`src/rtl/ashm_pkg.sv`:
```
// Shared types, register codes and helper functions for the accelerometer
// sample health monitor.
// No dependencies; every other file of the block uses this package.
`default_nettype none

package ashm_pkg;

	localparam int unsigned AXES       = 3;
	localparam int unsigned SAMPLE_W   = 12;
	localparam int unsigned COUNT_W    = 16;
	localparam int unsigned MAG_W      = SAMPLE_W + 1;
	localparam int unsigned IN_DATA_W  = 40;
	localparam int unsigned OUT_DATA_W = 8;
	localparam int unsigned ADDR_W     = 4;
	localparam int unsigned APB_DATA_W = 32;

	localparam logic [COUNT_W-1:0]  COUNT_MAX             = '1;
	localparam logic [COUNT_W-1:0]  STUCK_LIMIT_RESET     = 16'd96;
	localparam logic [COUNT_W-1:0]  OVERRANGE_LIMIT_RESET = 16'd160;
	localparam logic [SAMPLE_W-1:0] MAGNITUDE_LIMIT_RESET = 12'd665;

	// Register index, taken from paddr[3:2].
	typedef enum logic [1:0] {
		REG_SLEEPING        = 2'd0,
		REG_STUCK_LIMIT     = 2'd1,
		REG_OVERRANGE_LIMIT = 2'd2,
		REG_MAGNITUDE_LIMIT = 2'd3
	} reg_idx_t;

	typedef logic [SAMPLE_W-1:0] sample_t;
	typedef logic [COUNT_W-1:0]  count_t;

	// Configuration registers as seen by the evaluation logic.
	typedef struct packed {
		logic                sleeping;
		logic [COUNT_W-1:0]  stuck_limit;
		logic [COUNT_W-1:0]  overrange_limit;
		logic [SAMPLE_W-1:0] magnitude_limit;
	} cfg_t;

	// One three-axis sample.
	typedef struct packed {
		logic signed [SAMPLE_W-1:0] accel_z;
		logic signed [SAMPLE_W-1:0] accel_y;
		logic signed [SAMPLE_W-1:0] accel_x;
	} sample_in_t;

	// Verdict for one sample.
	typedef struct packed {
		logic overrange_fault;
		logic stuck_fault;
		logic fault;
	} result_t;

	// Increment that holds at the top instead of wrapping.
	function automatic count_t sat_inc(input count_t c);
		return (c == COUNT_MAX) ? COUNT_MAX : count_t'(c + 1'b1);
	endfunction

	// Magnitude of a two's complement sample; the most negative value gives 2048.
	function automatic logic [MAG_W-1:0] mag_of(input sample_t v);
		logic [MAG_W-1:0] ext;
		ext = {v[SAMPLE_W-1], v};
		return v[SAMPLE_W-1] ? MAG_W'(~ext + 1'b1) : ext;
	endfunction

endpackage

`default_nettype wire

```
`src/rtl/ashm_cfg.sv`:
```
// APB configuration registers of the accelerometer sample health monitor.
// Depends on ashm_pkg for the register codes, reset values and cfg_t.
`default_nettype none

module ashm_cfg (
	input  wire logic                            clk,
	input  wire logic                            arst_n,
	input  wire logic                            psel,
	input  wire logic                            penable,
	input  wire logic                            pwrite,
	input  wire logic [ashm_pkg::ADDR_W-1:0]     paddr,
	input  wire logic [ashm_pkg::APB_DATA_W-1:0] pwdata,
	output logic      [ashm_pkg::APB_DATA_W-1:0] prdata,
	output logic                                 pready,
	output ashm_pkg::cfg_t                       cfg
);

	ashm_pkg::cfg_t     cfg_q;
	ashm_pkg::reg_idx_t idx;
	logic               wr_en;

	assign idx    = ashm_pkg::reg_idx_t'(paddr[3:2]);
	assign wr_en  = psel && penable && pwrite;
	assign pready = 1'b1;
	assign cfg    = cfg_q;

	// Register writes in the access phase.
	always_ff @(posedge clk or negedge arst_n) begin
		if (!arst_n) begin
			cfg_q.sleeping        <= 1'b0;
			cfg_q.stuck_limit     <= ashm_pkg::STUCK_LIMIT_RESET;
			cfg_q.overrange_limit <= ashm_pkg::OVERRANGE_LIMIT_RESET;
			cfg_q.magnitude_limit <= ashm_pkg::MAGNITUDE_LIMIT_RESET;
		end else if (wr_en) begin
			case (idx)
				ashm_pkg::REG_SLEEPING:        cfg_q.sleeping <= pwdata[0];
				ashm_pkg::REG_STUCK_LIMIT:     cfg_q.stuck_limit <= pwdata[15:0];
				ashm_pkg::REG_OVERRANGE_LIMIT: cfg_q.overrange_limit <= pwdata[15:0];
				ashm_pkg::REG_MAGNITUDE_LIMIT: cfg_q.magnitude_limit <= pwdata[11:0];
				default: ;
			endcase
		end
	end

	// Read back.
	always_comb begin
		prdata = '0;
		case (idx)
			ashm_pkg::REG_SLEEPING:        prdata[0] = cfg_q.sleeping;
			ashm_pkg::REG_STUCK_LIMIT:     prdata[15:0] = cfg_q.stuck_limit;
			ashm_pkg::REG_OVERRANGE_LIMIT: prdata[15:0] = cfg_q.overrange_limit;
			ashm_pkg::REG_MAGNITUDE_LIMIT: prdata[11:0] = cfg_q.magnitude_limit;
			default: prdata = '0;
		endcase
	end

endmodule

`default_nettype wire

```
`src/rtl/ashm_eval.sv`:
```
// Per-sample evaluation: stuck and over-range checks with their per-axis state.
// Depends on ashm_pkg; the state registers update when update_en is high.
`default_nettype none

module ashm_eval (
	input  wire logic                clk,
	input  wire logic                arst_n,
	input  wire ashm_pkg::cfg_t      cfg,
	input  wire logic                update_en,
	input  wire ashm_pkg::sample_in_t sample,
	output ashm_pkg::result_t        result
);

	ashm_pkg::sample_t prev_q      [ashm_pkg::AXES];
	ashm_pkg::count_t  same_cnt_q  [ashm_pkg::AXES];
	ashm_pkg::count_t  over_cnt_q  [ashm_pkg::AXES];

	ashm_pkg::sample_t prev_d      [ashm_pkg::AXES];
	ashm_pkg::count_t  same_cnt_d  [ashm_pkg::AXES];
	ashm_pkg::count_t  over_cnt_d  [ashm_pkg::AXES];
	ashm_pkg::count_t  same_inc    [ashm_pkg::AXES];
	ashm_pkg::count_t  over_inc    [ashm_pkg::AXES];

	ashm_pkg::sample_t         s  [ashm_pkg::AXES];
	logic [ashm_pkg::AXES-1:0] eq;
	logic [ashm_pkg::AXES-1:0] ov;
	logic [ashm_pkg::AXES-1:0] same_hit;
	logic [ashm_pkg::AXES-1:0] over_hit;
	logic                      any_eq;
	logic                      all_zero;
	logic                      any_ov;
	logic                      stuck;
	logic                      over;

	assign s[0] = sample.accel_x;
	assign s[1] = sample.accel_y;
	assign s[2] = sample.accel_z;

	// Per-axis compares against the stored value and the magnitude limit.
	always_comb begin
		for (int i = 0; i < ashm_pkg::AXES; i++) begin
			eq[i] = (s[i] == prev_q[i]);
			ov[i] = (ashm_pkg::mag_of(s[i]) >= {1'b0, cfg.magnitude_limit});
		end
	end

	assign any_eq   = |eq;
	assign any_ov   = |ov;
	assign all_zero = (s[0] == '0) && (s[1] == '0) && (s[2] == '0);

	// Stuck check: an equal axis counts once, an all-zero sample once more.
	always_comb begin
		ashm_pkg::count_t c1;
		for (int i = 0; i < ashm_pkg::AXES; i++) begin
			c1          = eq[i] ? ashm_pkg::sat_inc(same_cnt_q[i]) : same_cnt_q[i];
			same_inc[i] = all_zero ? ashm_pkg::sat_inc(c1) : c1;
			same_hit[i] = (same_inc[i] >= cfg.stuck_limit);
		end
	end

	assign stuck = any_eq && (|same_hit);

	// Over-range check: over axes count up, all others clear.
	always_comb begin
		for (int i = 0; i < ashm_pkg::AXES; i++) begin
			over_inc[i] = (any_ov && ov[i]) ? ashm_pkg::sat_inc(over_cnt_q[i]) : '0;
			over_hit[i] = (over_inc[i] >= cfg.overrange_limit);
		end
	end

	assign over = !stuck && any_ov && (|over_hit);

	// Next state; sleeping leaves everything as it is.
	always_comb begin
		for (int i = 0; i < ashm_pkg::AXES; i++) begin
			prev_d[i]     = prev_q[i];
			same_cnt_d[i] = same_cnt_q[i];
			over_cnt_d[i] = over_cnt_q[i];
			if (!cfg.sleeping) begin
				if (any_eq) begin
					same_cnt_d[i] = same_inc[i];
				end else begin
					prev_d[i]     = s[i];
					same_cnt_d[i] = '0;
				end
				if (!stuck) begin
					over_cnt_d[i] = over_inc[i];
				end
			end
		end
	end

	// Per-axis state registers.
	always_ff @(posedge clk or negedge arst_n) begin
		if (!arst_n) begin
			for (int i = 0; i < ashm_pkg::AXES; i++) begin
				prev_q[i]     <= '0;
				same_cnt_q[i] <= '0;
				over_cnt_q[i] <= '0;
			end
		end else if (update_en) begin
			for (int i = 0; i < ashm_pkg::AXES; i++) begin
				prev_q[i]     <= prev_d[i];
				same_cnt_q[i] <= same_cnt_d[i];
				over_cnt_q[i] <= over_cnt_d[i];
			end
		end
	end

	// Verdict; all zero while sleeping.
	always_comb begin
		result.stuck_fault     = !cfg.sleeping && stuck;
		result.overrange_fault = !cfg.sleeping && over;
		result.fault           = result.stuck_fault || result.overrange_fault;
	end

endmodule

`default_nettype wire

```
`src/rtl/accel_sample_health_monitor_core.sv`:
```
// Top level of the accelerometer sample health monitor: stream ports, input
// and result registers, APB configuration. Uses ashm_pkg, ashm_cfg, ashm_eval.
`default_nettype none

// The monitor takes one three-axis sample per request on the s_ side and
// returns one verdict per sample on the m_ side, in order. A sample is held in
// an input register, evaluated against the per-axis stuck and over-range
// counters combinationally, and the verdict lands in a result register; the
// counters update on that same edge, so a new sample can be taken every cycle
// and a verdict leaves after the input and result registers. Throughput is
// one sample per cycle while m_tready stays high. Limits and the sleep bit are
// set through the APB port and should only change while no sample is in flight.
module accel_sample_health_monitor_core (
	input  wire logic                             clk,
	input  wire logic                             arst_n,
	// Sample stream.
	input  wire logic                             s_tvalid,
	output logic                                  s_tready,
	// s_tdata: [11:0] accel_x, [23:12] accel_y, [35:24] accel_z, [39:36] zero
	input  wire logic [ashm_pkg::IN_DATA_W-1:0]   s_tdata,
	// Verdict stream.
	output logic                                  m_tvalid,
	input  wire logic                             m_tready,
	// m_tdata: [0] fault, [1] stuck_fault, [2] overrange_fault, [7:3] zero
	output logic      [ashm_pkg::OUT_DATA_W-1:0]  m_tdata,
	// Configuration.
	input  wire logic                             psel,
	input  wire logic                             penable,
	input  wire logic                             pwrite,
	input  wire logic [ashm_pkg::ADDR_W-1:0]      paddr,
	input  wire logic [ashm_pkg::APB_DATA_W-1:0]  pwdata,
	output logic      [ashm_pkg::APB_DATA_W-1:0]  prdata,
	output logic                                  pready
);

	ashm_pkg::cfg_t       cfg;
	ashm_pkg::sample_in_t sample_s1;
	logic                 valid_s1;
	ashm_pkg::result_t    result;
	ashm_pkg::result_t    result_s2;
	logic                 valid_s2;
	logic                 adv_s2;
	logic                 adv_s1;

	// Stage 2 takes a new verdict when empty or being drained.
	assign adv_s2   = !valid_s2 || m_tready;
	assign adv_s1   = valid_s1 && adv_s2;
	assign s_tready = !valid_s1 || adv_s2;

	ashm_cfg u_cfg (
		.clk     (clk),
		.arst_n  (arst_n),
		.psel    (psel),
		.penable (penable),
		.pwrite  (pwrite),
		.paddr   (paddr),
		.pwdata  (pwdata),
		.prdata  (prdata),
		.pready  (pready),
		.cfg     (cfg)
	);

	// Input register.
	always_ff @(posedge clk or negedge arst_n) begin
		if (!arst_n) begin
			valid_s1 <= 1'b0;
		end else if (s_tready) begin
			valid_s1 <= s_tvalid;
		end
	end

	always_ff @(posedge clk) begin
		if (s_tvalid && s_tready) begin
			sample_s1 <= ashm_pkg::sample_in_t'(s_tdata[3*ashm_pkg::SAMPLE_W-1:0]);
		end
	end

	ashm_eval u_eval (
		.clk       (clk),
		.arst_n    (arst_n),
		.cfg       (cfg),
		.update_en (adv_s1),
		.sample    (sample_s1),
		.result    (result)
	);

	// Result register.
	always_ff @(posedge clk or negedge arst_n) begin
		if (!arst_n) begin
			valid_s2 <= 1'b0;
		end else if (adv_s2) begin
			valid_s2 <= valid_s1;
		end
	end

	always_ff @(posedge clk) begin
		if (adv_s1) begin
			result_s2 <= result;
		end
	end

	assign m_tvalid = valid_s2;
	assign m_tdata  = {(ashm_pkg::OUT_DATA_W - 3)'(0), result_s2};

endmodule

`default_nettype wire

```
`config.mk`:
```
export PLATFORM = sky130hd
export DESIGN_NAME = accel_sample_health_monitor_core
export DESIGN_NICKNAME = d
export VERILOG_FILES = /design/src/rtl/ashm_pkg.sv /design/src/rtl/ashm_cfg.sv /design/src/rtl/ashm_eval.sv /design/src/rtl/accel_sample_health_monitor_core.sv
export SDC_FILE = /design/constraint.sdc
export NUM_CORES = 1
export LEC_CHECK = 0
export ABC_CLOCK_PERIOD_IN_PS = 9000
export BUFFER_PORTS_ARGS = -buffer_cell sky130_fd_sc_hd__buf_2
export CAP_MARGIN = 20
export CORE_UTILIZATION = 60
export DETAILED_ROUTE_END_ITERATION = 7
export PLACE_DENSITY = 0.76
export SLEW_MARGIN = 40
export SYNTH_ARGS = -nofsm -noshare
export SYNTH_HDL_FRONTEND = slang
export SYNTH_SLANG_ARGS = --single-unit
export TNS_END_PERCENT = 30
```
`constraint.sdc`:
```
create_clock -name clk -period 9 [get_ports clk]
set_clock_uncertainty 0.15 [all_clocks]
set_input_delay 1.8 -clock clk [delete_from_list [all_inputs] [get_ports clk]]
set_output_delay 1.8 -clock clk [all_outputs]
set_load 0.02 [all_outputs]
```
==> summary.md <==
| Metric | Value |
|---|---|
| Critical path class | `register to register` |
| P_leak | `about 8 nW` |
| Iter 0 DRT Violations | `~1400` |
| Worst min path class | `register to register` |
| Final setup fails | `0` |
| IO Port Bufs | `81` |
| Met2 routed WL | `between 20000 and 25000 µm` |
| Sequential share of the synthesized area | `0.3364` |
| HPWL after DPL | `approximately 33000 µm` |
| Clock power share | `0.316` |
| Final hold vios | `0` |
| Number of cells upsized or downsized after cts | `0` |
| Commonest cells after routing, fill and taps aside | `dfrtp_1 (170), ha_1 (149), a21oi_1 (135)` |
| Fin crit share | `0.8522` |
| Fin util | `0.6724` |
| DP Cell Count | `approximately 2200` |
| Vias in the first global route | `around 14000` |
| Remaining antenna violation count | `0` |
| Crit path max fanout | `33` |
| Switching Power | `between 1 and 1.5 mW` |
| Top routing layer in use | `met4` |
| Fmax | `around 130 MHz` |
| Full die area | `0.02872 mm²` |
| CTS tree | `done` |
| Worst Path Required | `around 9.3 ns` |
| Post-CTS Hold Buffers | `0` |
| Rows | `60` |
| Share of layout cells above drive strength 1 | `0.1647` |
| CP endpoint kind | `register` |
| Max_cap viols | `0` |
| Setup WS pre-CTS | `1.484 ns` |
| Clock buffer depth | `3` |
| Final min period | `7.670 ns` |
| Final Power | `approximately 3.3 mW` |
| Commonest non-fill, non-tap cell in the layout | `dfrtp_1` |
| Total negative slack | `0 ns` |
| Routed vias | `approximately 14000` |
| Mean Syn Cell Area | `just over 9 µm²` |
| RSZ-0062 raised after global routing | `false` |
| DRC violation count after routing | `0` |
| Gr usage total | `0.3179` |
| Initial Util | `0.6176` |
| GRT Residual Overflow | `0` |
| Initial antenna violation count | `0` |
| # IOs | `about 130` |
| Synth Register Bits | `roughly 220` |
| Pre-antenna DRT Iters | `6` |
| Placed cell area | `0.01745 mm²` |
| Die X | `169.5 µm` |
| M1 wire length | `19870 µm` |
| Post-synthesis async set-or-reset flop share | `0.8211` |
| CTS sink count | `~220` |
| Chip Height | `~170 µm` |
| Detail Route met3 WL | `2917 µm` |
| Clk root buf | `clkbuf_16` |
| DRT Wirelength | `~45000 µm` |
| Nets | `about 2100` |
| Largest net degree at the start of global routing | `around 110` |
| Reg power frac | `0.396` |
| Setup crit start kind | `register` |
| Synth Flop Type | `dfrtp_1` |
| Max-slew violation count | `0` |
| Clock Latency Late Sink | `0.55 ns` |
| Switching share of total power | `0.3363` |
| Gate Count Post-Synth | `approximately 1800` |
| Final WS setup | `about 1.3 ns` |
| Avg Vias per Cell | `6.447` |
| Worst slew pin tran | `around 0.87 ns` |
| Cell Count, Final, Fillers Out | `between 2000 and 2500` |
| EDFF count, synth | `39` |
| Design internal power | `approximately 2.2 mW` |
| Min Hold Slack | `about 0.36 ns` |
| Synth Cell Area | `0.01683 mm²` |
| Final instance area | `0.01832 mm²` |
| Post-CTS Setup Repair Bufs | `0` |
| Synth-to-layout area growth | `8.877%` |
| CTS H-tree depth | `1` |
| Warnings, synthesis | `0` |
| Status | `finished, final reports clean` |
| Slew Limit Headroom | `0.4225` |
| Core ar. | `between 0.02 and 0.03 mm²` |
| Routed len/inst | `20.21 µm` |
| CTS Buf Count | `25` |
| RD Place Congestion | `around 0.94` |
| CP Data Arrival Time | `7.96 ns` |
| Clock transition at path regs | `roughly 0.060 ns` |
| Count of different cell masters after synthesis | `77` |
| Peak VDD IR | `between 150 and 200 µV` |
| First-pass GRT wire length | `around 72000 µm` |
| Comb power frac | `0.288` |
| Pwr Density | `approximately 180 mW/mm²` |
path summary, 6_finish.rpt:
path | slack, ns | cells after the start | to | start
setup / recovery | 1.33 | 22 | u_eval.over_cnt_q[47]$_DFFE_PN0P_ | sample_s1[35]$_DFFE_PP_
hold / removal | 0.36 | 2 | u_eval.prev_q[0]$_DFFE_PN0P_ | u_eval.prev_q[0]$_DFFE_PN0P_
setup reg to reg | 1.33 | 22 | u_eval.over_cnt_q[47]$_DFFE_PN0P_ | sample_s1[35]$_DFFE_PP_
hold reg to reg | 0.36 | 2 | u_eval.prev_q[0]$_DFFE_PN0P_ | u_eval.prev_q[0]$_DFFE_PN0P_
max in group asynchronous | 6.41 | 2 | u_eval.prev_q[26]$_DFFE_PN0P_ | arst_n
min in group asynchronous | 1.00 | 1 | u_eval.same_cnt_q[21]$_DFFE_PN0P_ | arst_n
registers in the layout (all words and copies together) (netlist names):
| register | count |
|---|---|
| u_eval.over_cnt_q | 48 |
| u_eval.same_cnt_q | 48 |
| u_cfg.cfg | 45 |
| sample_s1 | 36 |
| u_eval.prev_q | 36 |
| m_tdata | 3 |
| m_tvalid | 1 |
| valid_s1 | 1 |
power by group through the flow:
stage / logic [mW] / registers [mW] / clock network (mW)
2_1_floorplan: 0.690 / 1.27 / 0
3_3_place_gp: 0.889 / 1.31 / 0
3_5_place_dp: 0.930 / 1.32 / 0
4_1_cts: 0.940 / 1.31 / 1.06
5_1_grt: 1.05 / 1.33 / 1.10
6_report: 0.953 / 1.31 / 1.05
critical path, cell delays in order (launching register included):
cell      delay [ns]
edfxtp_1        0.58
xnor2_1         0.24
nand4_1         0.37
or3_1           0.64
o21ai_0         0.37
ha_1            0.25
nand2b_1        0.06
or4_4           0.43
or2_0           0.21
o32ai_1         0.25
nand4_1         0.24
or4_1           0.79
nand3_2         0.16
ha_1            0.26
a21o_1          0.17
a21o_1          0.18
a21oi_1         0.13
o21ai_0         0.10
a21oi_1         0.16
a31o_2          0.59
and2_2          0.56
buf_12          0.27
mux2_2          0.36
cells by family after synthesis:
logic type | Yosys count | share of synthesized area
flops | 218 | 0.3364
xor+xnor | 127 | 0.06609
buf+inv | 202 | 0.05107
fa+ha+maj | 149 | 0.1108
other cells | 2 | 0.0004462
compound gates | 451 | 0.1767
mux | 125 | 0.08208
simple gates | 547 | 0.1764
synthesized netlist by cell type, drive strengths merged, types with 35 or more instances:
cell    number  area, µm²
inv         86      322.8
and3        36      225.2
nand4       49      306.5
nand3       58      305.3
a31oi       37      231.5
a21o        39      292.8
mux2       104       1171
edfxtp      39       1171
o21ai       78      394.1
xor2        39      341.6
ha         149       1864
dfrtp      170       4254
nand2      127      486.7
a21oi      137      689.4
clkbuf      85      319.1
xnor2       88      770.7
nor2        80      300.3
a22o        35      306.5
routing by layer:
metal / track usage / vias to the layer above
met3: 0.04104 / 92
met2: 0.5242 / 509
met5: 0 / -
met1: 0.4306 / 7082
li1: - / 6778
met4: 0.1108 / 0
area by class of cell:
cell class                      count  area, µm²
Multi-Input combinational cell   1421      10450
Fill cell                        2187       8927
Sequential cell                   218       5662
Clock buffer                       40      743.2
Timing Repair Buffer               99      576.8
Tap cell                          372      465.4
Inverter                           86      322.8
Clock inverter                      6      97.59
Antenna cell                        1      2.502
No activity file was read; power rests on OpenSTA's default activity.
